## config.mk

```make
export PLATFORM = sky130hd
export DESIGN_NAME = qked_accel
export DESIGN_NICKNAME = d
export VERILOG_FILES = /design/src/hdl/qked_pkg.sv /design/src/hdl/qked_accel.sv
export SDC_FILE = /design/constraint.sdc
export NUM_CORES = 1
export LEC_CHECK = 0
export BUFFER_PORTS_ARGS = -buffer_cell sky130_fd_sc_hd__buf_2
export CAP_MARGIN = 0
export CORE_MARGIN = 3
export CORE_UTILIZATION = 38
export DETAILED_ROUTE_END_ITERATION = 6
export PLACE_DENSITY_LB_ADDON = 0.25
export SLEW_MARGIN = 10
export SYNTH_ARGS = -nofsm -noshare
export SYNTH_HDL_FRONTEND = slang
export SYNTH_SLANG_ARGS = --single-unit
export TNS_END_PERCENT = 5
```

## constraint.sdc

```tcl
create_clock -name vclk -period 4.93
set_clock_uncertainty 0.2 [all_clocks]
set_input_delay 0.986 -clock vclk [all_inputs]
set_output_delay 0.986 -clock vclk [all_outputs]
set_load 0.01 [all_outputs]
```

## src/hdl/qked_pkg.sv

```systemverilog
// Package for the quadrature knob event decoder: types, codes, reset values and tables.
`default_nettype none

package qked_pkg;

    // Field widths of one beat.
    localparam int unsigned TIME_W  = 32;
    localparam int unsigned GAP_W   = 16;
    localparam int unsigned STEP_W  = 4;
    localparam int unsigned EVENT_W = 3;
    localparam int unsigned CNT_W   = 3;
    localparam int unsigned CFG_IDX_W  = 3;
    localparam int unsigned CFG_DATA_W = 16;

    // Event codes carried in the result beat.
    typedef enum logic [EVENT_W-1:0] {
        EV_NONE  = 3'd0,
        EV_CW    = 3'd1,
        EV_CCW   = 3'd2,
        EV_CLICK = 3'd3,
        EV_LONG  = 3'd4
    } t_event;

    // Configuration register indexes.
    typedef enum logic [CFG_IDX_W-1:0] {
        CFG_FAST_GAP   = 3'd0,
        CFG_SLOW_GAP   = 3'd1,
        CFG_MAX_STEP   = 3'd2,
        CFG_LONG_PRESS = 3'd3,
        CFG_CLICK_MIN  = 3'd4
    } t_cfg_idx;

    // Configuration register set.
    typedef struct packed {
        logic [GAP_W-1:0]  fast_gap_ms;
        logic [GAP_W-1:0]  slow_gap_ms;
        logic [STEP_W-1:0] max_step;
        logic [GAP_W-1:0]  long_press_ms;
        logic [GAP_W-1:0]  click_min_ms;
    } t_cfg;

    localparam logic [GAP_W-1:0]  RST_FAST_GAP   = 16'd100;
    localparam logic [GAP_W-1:0]  RST_SLOW_GAP   = 16'd300;
    localparam logic [STEP_W-1:0] RST_MAX_STEP   = 4'd10;
    localparam logic [GAP_W-1:0]  RST_LONG_PRESS = 16'd1000;
    localparam logic [GAP_W-1:0]  RST_CLICK_MIN  = 16'd50;

    // Quadrature transition table, indexed by {previous AB, current AB},
    // entries in two's complement: +1, 0 or -1.
    localparam logic [1:0] QUAD_TABLE [16] = '{
        2'b00, 2'b11, 2'b01, 2'b00,
        2'b01, 2'b00, 2'b00, 2'b11,
        2'b11, 2'b00, 2'b00, 2'b01,
        2'b00, 2'b01, 2'b11, 2'b00
    };

endpackage

`default_nettype wire

```

## src/hdl/qked_accel.sv

```systemverilog
// Rotation acceleration: next step size from the gap since the previous rotation event.
`default_nettype none

module qked_accel
    import qked_pkg::*;
(
    input  wire logic [TIME_W-1:0] i_gap,
    input  wire logic [STEP_W-1:0] i_step,
    input  wire t_cfg              i_cfg,
    output logic      [STEP_W-1:0] o_step
);

    logic [STEP_W-1:0] lim;
    logic [STEP_W-1:0] s;

    // A zero limit behaves as a limit of one.
    assign lim = (i_cfg.max_step == '0) ? STEP_W'(1) : i_cfg.max_step;

    // Grow on fast turns, fall back to one on slow turns, then clamp.
    always_comb begin
        if (i_gap < {{(TIME_W-GAP_W){1'b0}}, i_cfg.fast_gap_ms}) begin
            s = (i_step < lim) ? i_step + STEP_W'(1) : i_step;
        end else if (i_gap > {{(TIME_W-GAP_W){1'b0}}, i_cfg.slow_gap_ms}) begin
            s = STEP_W'(1);
        end else begin
            s = i_step;
        end
        if (s == '0) begin
            s = STEP_W'(1);
        end
        if (s > lim) begin
            s = lim;
        end
        o_step = s;
    end

endmodule

`default_nettype wire
```

==> results.tsv, run 1 <==
stage	metric	value	unit
setup_path	startpoint_type	primary input	
setup_path	startpoint	i_gap[9]	
final_layout	diodes	0	
setup_path	crit_type	primary input to output pin	
timing	relSlewSlack	0.6652	
run_status	outcome	finished, violations left	
grt	grt_pass1_wl	6568	µm
final_layout	seqCellArea	0	µm²
die	rows	21	
route	vias_per_cell	5.066	
final_layout	drive_gt1_frac	0.5397	
logic_synthesis	yosysWarningCount	0	
power	peakVddDrop	0.03204	mV
min_path	min_path_cells	4	
setup_path	worst_setup_path_end_kind	output pin	
grt	grt_overflow	0	
final_layout	design.seq.count	0	
run_status	violations	negative setup slack	
die	start_util	0.4016	
setup_path	cp_max_fo	3	
timing	slew_viol_final	0	
cts	holdBufCountCts	0	
final_layout	final_core_util	0.7339	
logic_synthesis	synthCells	190	
route	drt_iter0_markers	54	
grt	grt_antenna_before_repair	0	
route	vias	1829	
setup_path	endpoint	o_step[1]	
logic_synthesis	syn_nets	333	
timing	worstMarginPinSlew	0.4970	ns
final_layout	fill_cells	256	
die	fp.dieW	65.86	µm
setup_path	cp.arrival	4.39	ns
die	io_pins	108	
route	drc	0	
final_layout	nClkBuffers	0	
power	power_leakage	1.317	nW
logic_synthesis	avgSynthCellArea	7.165	µm²
placed_design	gp_congestion	0.9302	
timing	period_needed	5.573	ns
final_layout	area_growth	82.72	%
route	ant_nets	0	
final_layout	layout_common_cells	67 x buf_2, 44 x buf_4, 33 x inv_1	
placed_design	io_buffer_count	76	
die	die_h	65.86	µm
placed_design	placed_area	2150	µm²
final_layout	multiInputGateArea	1409	µm²
flow_run	cap_violations	0	
route	first_pass_iters	4	
final_layout	final_nets	460	
die	die-area	4337	µm²
logic_synthesis	yosysSeqAreaShare	0	
timing	setup_viol	4	
route	routed_wirelength	4498	µm
grt	grt_max_degree	8	
grt	first_global_vias	1635	
route	wire_per_inst	12.46	µm
placed_design	dpl.cell_count	345	
setup_path	critPathRequiredTime	3.74	ns
logic_synthesis	netlist_area	1361	µm²
timing	hold_violations	0	
grt	grtUsageTotal	0.1803	
min_path	hp-class	primary input to output pin	
timing	fmaxAchievable	0.1794	GHz
placed_design	dp_hpwl	3423	µm
power	power.density	64.80	nW/µm²
final_layout	final_cells	361	
final_layout	stdcell_area	2487	µm²
timing	timing.final.ws_setup	-0.6428	ns
timing	rsz0062_at_grt	true	
final_layout	final_common_cell	buf_2	
logic_synthesis	synth_cell_types	42	
timing	min_period_over_period	1.130	
die	core	3390	µm²
-- report_power, final --
part / total, W / switching (W) / internal, W / leakage, nW
clock network: 0 / 0 / 0 / 0
logic: 0.000161 / 0.0000746 / 0.0000866 / 1.32
registers: 0 / 0 / 0 / 0
total: 0.000161 / 0.0000746 / 0.0000866 / 1.32
-- layer usage --
layer | GRT usage | share of wire | vias to the layer above | wire length (µm)
met1 | 0.2419 | 0.44 | 801 | 1971
li1 | - | - | 951 | -
met2 | 0.3279 | 0.48 | 67 | 2152
met4 | 0.01813 | 0.025 | 0 | 113
met5 | 0 | 0 | - | 0
met3 | 0.005102 | 0.058 | 10 | 261
-- critical path, cell delays in order --
cell and delay, ns:
buf_8 0.10, ha_4 0.23, a21o_1 0.18, a221o_1 0.35
a2111oi_4 0.37, o21a_2 0.25, buf_6 0.12, nor2_4 0.04
a21oi_2 0.17, ha_1 0.27, nor2b_4 0.13, o21a_1 0.17
o21a_1 0.21, o21ai_4 0.21, buf_6 0.15, mux2_4 0.31
buf_6 0.13
-- cell usage after synthesis --
cell type | count | share of area
and4_1 | 1 | 0.0064
o211ai_1 | 4 | 0.022
and2_1 | 2 | 0.0092
or4_4 | 1 | 0.0083
or4_1 | 2 | 0.011
a41oi_1 | 1 | 0.0064
mux2_2 | 2 | 0.017
nand2b_1 | 1 | 0.0046
o32ai_2 | 1 | 0.012
nor2_1 | 6 | 0.017
o31ai_2 | 1 | 0.0092
a31oi_1 | 1 | 0.0046
nor2b_1 | 4 | 0.018
nand3_1 | 3 | 0.011
o31ai_1 | 1 | 0.0055
nand2_1 | 10 | 0.028
a221o_1 | 1 | 0.0074
ha_1 | 39 | 0.36
or2_1 | 1 | 0.0046
nand4_1 | 7 | 0.032
o22ai_1 | 2 | 0.0092
a211oi_1 | 2 | 0.011
a31o_2 | 1 | 0.0064
a21o_1 | 1 | 0.0055
nor4_1 | 5 | 0.023
a211o_1 | 1 | 0.0064
a311oi_1 | 2 | 0.013
o21ai_2 | 2 | 0.013
buf_4 | 2 | 0.011
nor3_1 | 5 | 0.018
o221ai_1 | 1 | 0.0064
o21a_1 | 6 | 0.033
a21oi_1 | 16 | 0.059
a2111oi_4 | 1 | 0.020
o21ai_0 | 7 | 0.026
and3_1 | 1 | 0.0046
and2_0 | 1 | 0.0046
mux2_1 | 1 | 0.0083
o21bai_1 | 1 | 0.0055
o21ai_1 | 2 | 0.0074
o2111ai_1 | 1 | 0.0064
inv_1 | 40 | 0.11
-- what timing repair did --
item	4_1_cts	5_1_grt
pin swaps	7	25
setup endpoints to repair	4	4
gates resized for setup	3	44
setup buffers	12	4
-- how the worst min path moves through the flow --
stage          startpoint   endpoint
2_1_floorplan   i_cfg[33]  o_step[1]
3_3_place_gp    i_cfg[35]  o_step[3]
3_5_place_dp    i_cfg[35]  o_step[3]
4_1_cts         i_cfg[35]  o_step[3]
5_1_grt         i_cfg[35]  o_step[3]
6_report        i_cfg[34]  o_step[2]
-- per-stage QoR --
| step | power, W | TNS, ns | hold slack [ns] | worst slack [ns] |
|---|---|---|---|---|
| detailed placement | 0.0001435 | -2.596 | 2.198 | -0.7037 |
| global route | 0.0001815 | -2.991 | 2.214 | -0.7904 |
| finish | 0.0001612 | -2.514 | 2.189 | -0.6428 |
| global placement | 0.0001403 | -2.533 | 2.199 | -0.6825 |
| floorplan | 0.00007217 | -0.8129 | 1.907 | -0.2355 |
| CTS | 0.0001461 | -2.377 | 2.200 | -0.6300 |
-- kinds of logic (layout without fill, tap and decap cells) --
logic type	Yosys count	count (layout)	synth area share
compound gates	56	56	0.2951
simple gates	50	50	0.2004
buf+inv	42	167	0.1213
fa+ha+maj	39	39	0.3585
mux	3	3	0.02481
-- final cells by class --
class,instances,area share
multi-input combinational,148,0.5664
inverter,40,0.06740
tap,46,0.02314
timing repair buffer,127,0.3431
No activity file was read; power rests on OpenSTA's default activity.
==> run 2, diff against run 1 <==
--- a/config.mk
+++ b/config.mk
@@ -5,10 +5,11 @@
 export SDC_FILE = /design/constraint.sdc
 export NUM_CORES = 1
 export LEC_CHECK = 0
+export ABC_AREA = 1
 export BUFFER_PORTS_ARGS = -buffer_cell sky130_fd_sc_hd__buf_2
 export CAP_MARGIN = 0
 export CORE_MARGIN = 3
-export CORE_UTILIZATION = 38
+export CORE_UTILIZATION = 39
 export DETAILED_ROUTE_END_ITERATION = 6
 export PLACE_DENSITY_LB_ADDON = 0.25
 export SLEW_MARGIN = 10
==> run 2 against run 1 <==
  * Via count fell by 10%
  * Routed wire length fell by 27%
  * The run now ends clean
  * Sequential share of layout area did not move
  * Worst setup slack improved by 0.94 ns
  * Hold slack got worse by 0.072 ns
  * Count of clock-buffer cells in the layout did not move
  * Synthesized cell count rose by 30%
  * Total power fell by 26%
  * Utilization fell by 18 points
  * Area after synthesis rose by 5.3%
==> results.tsv, run 2 <==
stage	metric	value	unit	change
run_status	outcome	complete, no violations		
final_layout	final_common_cell	buf_2		
die	die-area	4440	µm²	+2.4%
power	swShare	0.5327		+0.07009
power	intPower	0.00005569	W	-36%
grt	first_global_vias	1431		-12%
route	drt_iter0_markers	38		-30%
logic_synthesis	synth_cell_types	25		-40%
die	io_pins	108		unchanged
route	vias_per_cell	4.447		-12%
logic_synthesis	synthCells	247		+30%
timing	hold_violations	0		unchanged
logic_synthesis	yosysSeqAreaShare	0		unchanged
die	rows	21		unchanged
die	core	3442	µm²	+1.6%
setup_path	worst_setup_path_end_kind	output pin		
power	power.density	62.95	nW/µm²	-2.9%
route	routed_wirelength	3285	µm	-27%
route	first_pass_iters	4		unchanged
min_path	hp-class	primary input to output pin		
setup_path	path_cells	buf_2 > ha_1 > a21oi_1 > o21a_1 > nand2_2 > nor2_4 > nand2_4 > inv_4 > nor2_4 > nand3b_1 > nand3_1 > nor2_1 > nor2_1 > ha_1 > inv_1 > a21oi_1 > o21ai_1 > nand2_2 > inv_1 > o21ai_0 > buf_2		
die	die_h	66.64	µm	+1.2%
power	switchingPower	0.00006349	W	-15%
setup_path	cp.arrival	3.45	ns	-0.94 ns
timing	finalSetupTns	0	ns	+2.514 ns
power	power	0.0001192	W	-26%
setup_path	crit_type	primary input to output pin		
grt	use_met3	0.008432		+0.003330
final_layout	drive_gt1_frac	0.3034		-0.2363
die	fp.dieW	66.64	µm	+1.2%
setup_path	startpoint	i_gap[15]		
final_layout	nClkBuffers	0		unchanged
final_layout	final_nets	468		+1.7%
timing	rsz0062_at_grt	false		
logic_synthesis	synthTopCellsByArea	ha_1 34%, nand2_1 18%, inv_1 13%, nor2_1 5.5%, a21oi_1 5.2%		
timing	slew_viol_final	0		unchanged
timing	worstMarginPinSlew	0.3154	ns	-0.1816 ns
grt	grtUsageTotal	0.1448		-0.03553
grt	grt_antenna_before_repair	0		unchanged
power	peakVddDrop	0.02840	mV	-11%
logic_synthesis	synth_top_cell_by_area	ha_1		
final_layout	design.seq.count	0		unchanged
setup_path	critPathRequiredTime	3.74	ns	about the same
logic_synthesis	yosysWarningCount	0		unchanged
grt	grt_overflow	0		unchanged
logic_synthesis	netlist_area	1434	µm²	+5.3%
setup_path	slowest_delay	0.32	ns	-0.05 ns
setup_path	startpoint_type	primary input		
grt	grt_pass1_wl	5409	µm	-18%
cts	ctsResizeCount	0		-3
logic_synthesis	yosysMostFrequentCell	nand2_1		
power	power_leakage	1.250	nW	-5.0%
final_layout	area_growth	32.02	%	
timing	period_needed	4.633	ns	-0.9402 ns
power	power_frac_clock	0		unchanged
cts	cts_setup_buffers	0		-12
final_layout	diodes	0		unchanged
timing	setup_viol	0		-4
placed_design	dp_hpwl	2963	µm	-13%
timing	fmaxAchievable	0.2159	GHz	+20%
grt	grtUsageMet2	0.2587		-0.06925
placed_design	io_buffer_count	76		unchanged
final_layout	layout_common_cells	76 x buf_2, 66 x nand2_1, 51 x inv_1		
logic_synthesis	avgSynthCellArea	5.805	µm²	-19%
setup_path	cp_max_fo	7		+4
cts	holdBufCountCts	0		unchanged
grt	top_usage_layer	met2		
logic_synthesis	syn_nets	390		+17%
final_layout	fill_cells	382		+49%
placed_design	dpl.cell_count	369		+7.0%
route	drc	0		unchanged
setup_path	slowest_stage	ha_1		
logic_synthesis	netlist_top_cells_count	68 x nand2_1, 51 x inv_1, 39 x ha_1		
flow_run	cap_violations	0		unchanged
power	comb_power_share	1.000		about the same
timing	relSlewSlack	0.7897		+0.1245
route	vias	1641		-10%
grt	met1_usage	0.2010		-0.04087
min_path	min_from	i_cfg[34]		
power	seqPwrFrac	0		unchanged
timing	min_period_over_period	0.9397		-0.1907
final_layout	seqCellArea	0	µm²	unchanged
logic_synthesis	yosysTopAreaCellShare	0.3403		-0.01814
die	start_util	0.4166		+0.01495
final_layout	final_cells	369		+2.2%
grt	grt_max_degree	9		+1
route	wire_per_inst	8.902	µm	-29%
route	ant_nets	0		unchanged
placed_design	gp_congestion	0.7747		-17%
run 2: changes by cell type in the layout (fill, tap and decap cells not counted), moves of 5 or more:
cell,change
inv_1,+18
ha_4,-7
buf_2,+9
nand3_1,+10
nor2_1,+16
ha_1,+8
buf_6,-14
nand2_1,+56
buf_4,-44
nor4_1,-5
run 2: cell families after synthesis:
| kind of cell | synth area share |
|---|---|
| AOI/OAI and AO/OA | 0.1065 |
| xor gates and xnor gates | 0.01833 |
| adders and majority gates | 0.3403 |
| buffers and inverters | 0.1562 |
| and+or+nand+nor | 0.3787 |
run 2: final timing paths:
kind	to	slack, ns	depth (start not counted)
worst max-delay path	o_step[2]	0.30	21
worst min-delay path	o_step[2]	2.12	4
run 2: power by group through the flow:
stage | registers, W | logic, W | clock network (W)
after global routing | 0 | 0.000141 | 0
after floorplan | 0 | 0.0000704 | 0
after detailed placement | 0 | 0.000119 | 0
after CTS | 0 | 0.000120 | 0
final | 0 | 0.000119 | 0
after global placement | 0 | 0.000116 | 0
run 2: layout make-up:
| type | instances | area (µm²) | share of cell area |
|---|---|---|---|
| inverter | 59 | 224.0 | 0.1183 |
| tap | 46 | 57.56 | 0.03040 |
| timing repair buffer | 76 | 380.4 | 0.2009 |
| multi-input combinational | 188 | 1231 | 0.6504 |
run 2: worst max-delay path, delay by kind of cell:
kind / cells / cell delay, ns
AND/OR/NAND/NOR: 9 / 0.85
AO/OA/AOI/OAI: 5 / 0.65
buffers and inverters: 5 / 0.47
adder cells (fa/ha/maj): 2 / 0.46
run 2: routing by layer:
metal,part of all wire,vias to the layer above
met5,0,-
met4,0,0
met3,0.065,0
met2,0.44,48
met1,0.49,659
li1,-,934
run 2: per-stage QoR:
step	hold slack [ns]	cell area, µm²	util	setup WS, ns
6_report	2.117	1893	0.5500	0.2974
5_1_grt	2.135	1893	0.5500	0.01457
4_1_cts	2.120	1872	0.5438	0.1794
3_5_place_dp	2.119	1872	0.5438	0.1912
3_3_place_gp	2.100	1872	0.5438	0.2065
2_1_floorplan	1.930	1434	-	0.5422
==> run 3, diff against run 2 <==
--- a/config.mk
+++ b/config.mk
@@ -9,7 +9,7 @@
 export BUFFER_PORTS_ARGS = -buffer_cell sky130_fd_sc_hd__buf_2
 export CAP_MARGIN = 0
 export CORE_MARGIN = 3
-export CORE_UTILIZATION = 39
+export CORE_UTILIZATION = 40
 export DETAILED_ROUTE_END_ITERATION = 6
 export PLACE_DENSITY_LB_ADDON = 0.25
 export SLEW_MARGIN = 10
==> constraint.sdc (replaced) <==
create_clock -name vclk -period 5.6
set_clock_uncertainty 0.2 [all_clocks]
set_input_delay 0.84 -clock vclk [all_inputs]
set_output_delay 0.84 -clock vclk [all_outputs]
set_load 0.05 [all_outputs]
==> run 3 against run 2 <==
  * First-iteration DRC count increased by 18%
  * Routed wire length decreased by 0.67%
  * Critical path type unchanged
  * Count of clock-buffer cells in the layout unchanged
  * Combinational power decreased by 10%
  * Global-route usage increased by 0.93 points
==> results.tsv, run 3 (same netlist as run 2, synthesis figures left out) <==
stage	metric	value	unit	change
run_status	outcome	complete, no violations		
timing	setup_viol	0		unchanged
final_layout	seqCellArea	0	µm²	unchanged
cts	cts_setup_buffers	0		unchanged
route	route.met3.wl	241	µm	+14%
setup_path	worst_setup_path_end_kind	output pin		
final_layout	nClkBuffers	0		unchanged
die	die_h	65.87	µm	-1.1%
setup_path	startpoint_type	primary input		
timing	finalSetupTns	0	ns	unchanged
die	start_util	0.4230		+0.006458
final_layout	multiInputGateArea	1210	µm²	-1.7%
grt	first_global_vias	1495		+4.5%
timing	rsz0062_at_grt	false		
timing	min_period_over_period	0.8259		
min_path	hp-class	primary input to output pin		
setup_path	critPathRequiredTime	4.56	ns	+0.82 ns
route	routed_wirelength	3263	µm	-0.67%
cts	holdBufCountCts	0		unchanged
timing	slew_viol_final	0		unchanged
setup_path	cp.arrival	3.59	ns	+0.14 ns
timing	period_needed	4.625	ns	
die	die-area	4339	µm²	-2.3%
grt	grt_antenna_before_repair	0		unchanged
die	io_pins	108		unchanged
route	m1WireLength	1537	µm	-5.4%
final_layout	fill_cells	361		-5.5%
setup_path	crit_type	primary input to output pin		
grt	grt_pass1_wl	5706	µm	+5.5%
final_layout	drive_gt1_frac	0.2910		-0.01238
route	ant_nets	0		unchanged
timing	worstMarginPinSlew	0.2870	ns	-0.02845 ns
final_layout	design.seq.count	0		unchanged
power	power_leakage	1.247	nW	-0.26%
die	core	3390	µm²	-1.5%
setup_path	slowest_delay	0.29	ns	-0.03 ns
placed_design	dp_hpwl	3035	µm	+2.4%
grt	grt_overflow	0		unchanged
flow_run	cap_violations	0		unchanged
grt	grt_max_degree	9		unchanged
timing	hold_violations	0		unchanged
setup_path	slowest_stage	ha_1		
grt	grtUsageTotal	0.1540		+0.009285
final_layout	layout_common_cells	76 x buf_2, 68 x nand2_1, 51 x inv_1		
route	met2WireLength	1484	µm	+2.6%
min_path	min_path_cells	4		unchanged
setup_path	path_cells	buf_2 > ha_1 > nand2_1 > inv_2 > nand2_1 > a31oi_1 > nor2_4 > nand2_4 > inv_4 > nor2_2 > nand3b_1 > nand3_1 > nor2_1 > nor2_1 > ha_1 > nand4_1 > nand2_1 > inv_1 > o21ai_0 > buf_2		
timing	fmaxAchievable	0.2162	GHz	
route	first_pass_iters	4		unchanged
route	wire_per_inst	8.843	µm	-0.67%
setup_path	cp_max_fo	7		unchanged
power	peakVddDrop	0.03148	mV	+11%
final_layout	final_nets	468		unchanged
route	vias_per_cell	4.499		+1.2%
final_layout	final_common_cell	buf_2		
final_layout	diodes	0		unchanged
placed_design	io_buffer_count	76		unchanged
power	power.density	57.16	nW/µm²	-9.2%
route	vias	1660		+1.2%
route	drc	0		unchanged
die	rows	21		unchanged
cts	ctsResizeCount	0		unchanged
timing	hold_ws	1.934	ns	-0.1833 ns
die	fp.dieW	65.87	µm	-1.1%
final_layout	area_growth	30.54	%	
placed_design	gp_congestion	0.8176		+5.5%
timing	relSlewSlack	0.8087		+0.01897
route	highest_layer	met3		
route	drt_iter0_markers	45		+18%
setup_path	worst_path_most_repeated_cell	nand2_1		
run 3: power breakdown:
group / internal (W) / leakage [nW] / total (W) / switching [W]
sequential: 0 / 0 / 0 / 0
clock: 0 / 0 / 0 / 0
combinational: 0.0000489 / 1.25 / 0.000107 / 0.0000581
run 3: metrics by stage:
| step | setup WS [ns] | area [µm²] | total power [W] | utilization | cells |
|---|---|---|---|---|---|
| floorplan | 0.6898 | 1434 | 0.00006464 | - | 247 |
| global placement | 1.053 | 1872 | 0.0001050 | 0.5522 | 369 |
| detailed placement | 0.9875 | 1872 | 0.0001079 | 0.5522 | 369 |
| CTS | 0.9768 | 1872 | 0.0001085 | 0.5522 | 369 |
| global route | 0.5933 | 1872 | 0.0001260 | 0.5522 | 369 |
| finish | 0.9748 | 1872 | 0.0001070 | 0.5522 | 369 |
run 3: final timing paths:
check,start,to,slack [ns]
worst max-delay path,i_gap[11],o_step[2],0.97
worst min-delay path,i_cfg[34],o_step[2],1.93
run 3: per-layer routing:
layer / up-vias / GRT usage
met1: 669 / 0.2067
li1: 939 / -
met4: 0 / 0.005181
met3: 0 / 0.01361
met2: 52 / 0.2778
met5: - / 0
run 3: area by class of cell:
class | instances | area share
Multi-Input combinational cell | 188 | 0.6464
Timing Repair Buffer | 76 | 0.2032
Inverter | 59 | 0.1197
Tap cell | 46 | 0.03075
run 3: critical path, delay by kind of cell:
family,cells,cell delay (ns)
AND/OR/NAND/NOR,11,1.14
buffers and inverters,5,0.60
adder cells (fa/ha/maj),2,0.57
AO/OA/AOI/OAI,2,0.43
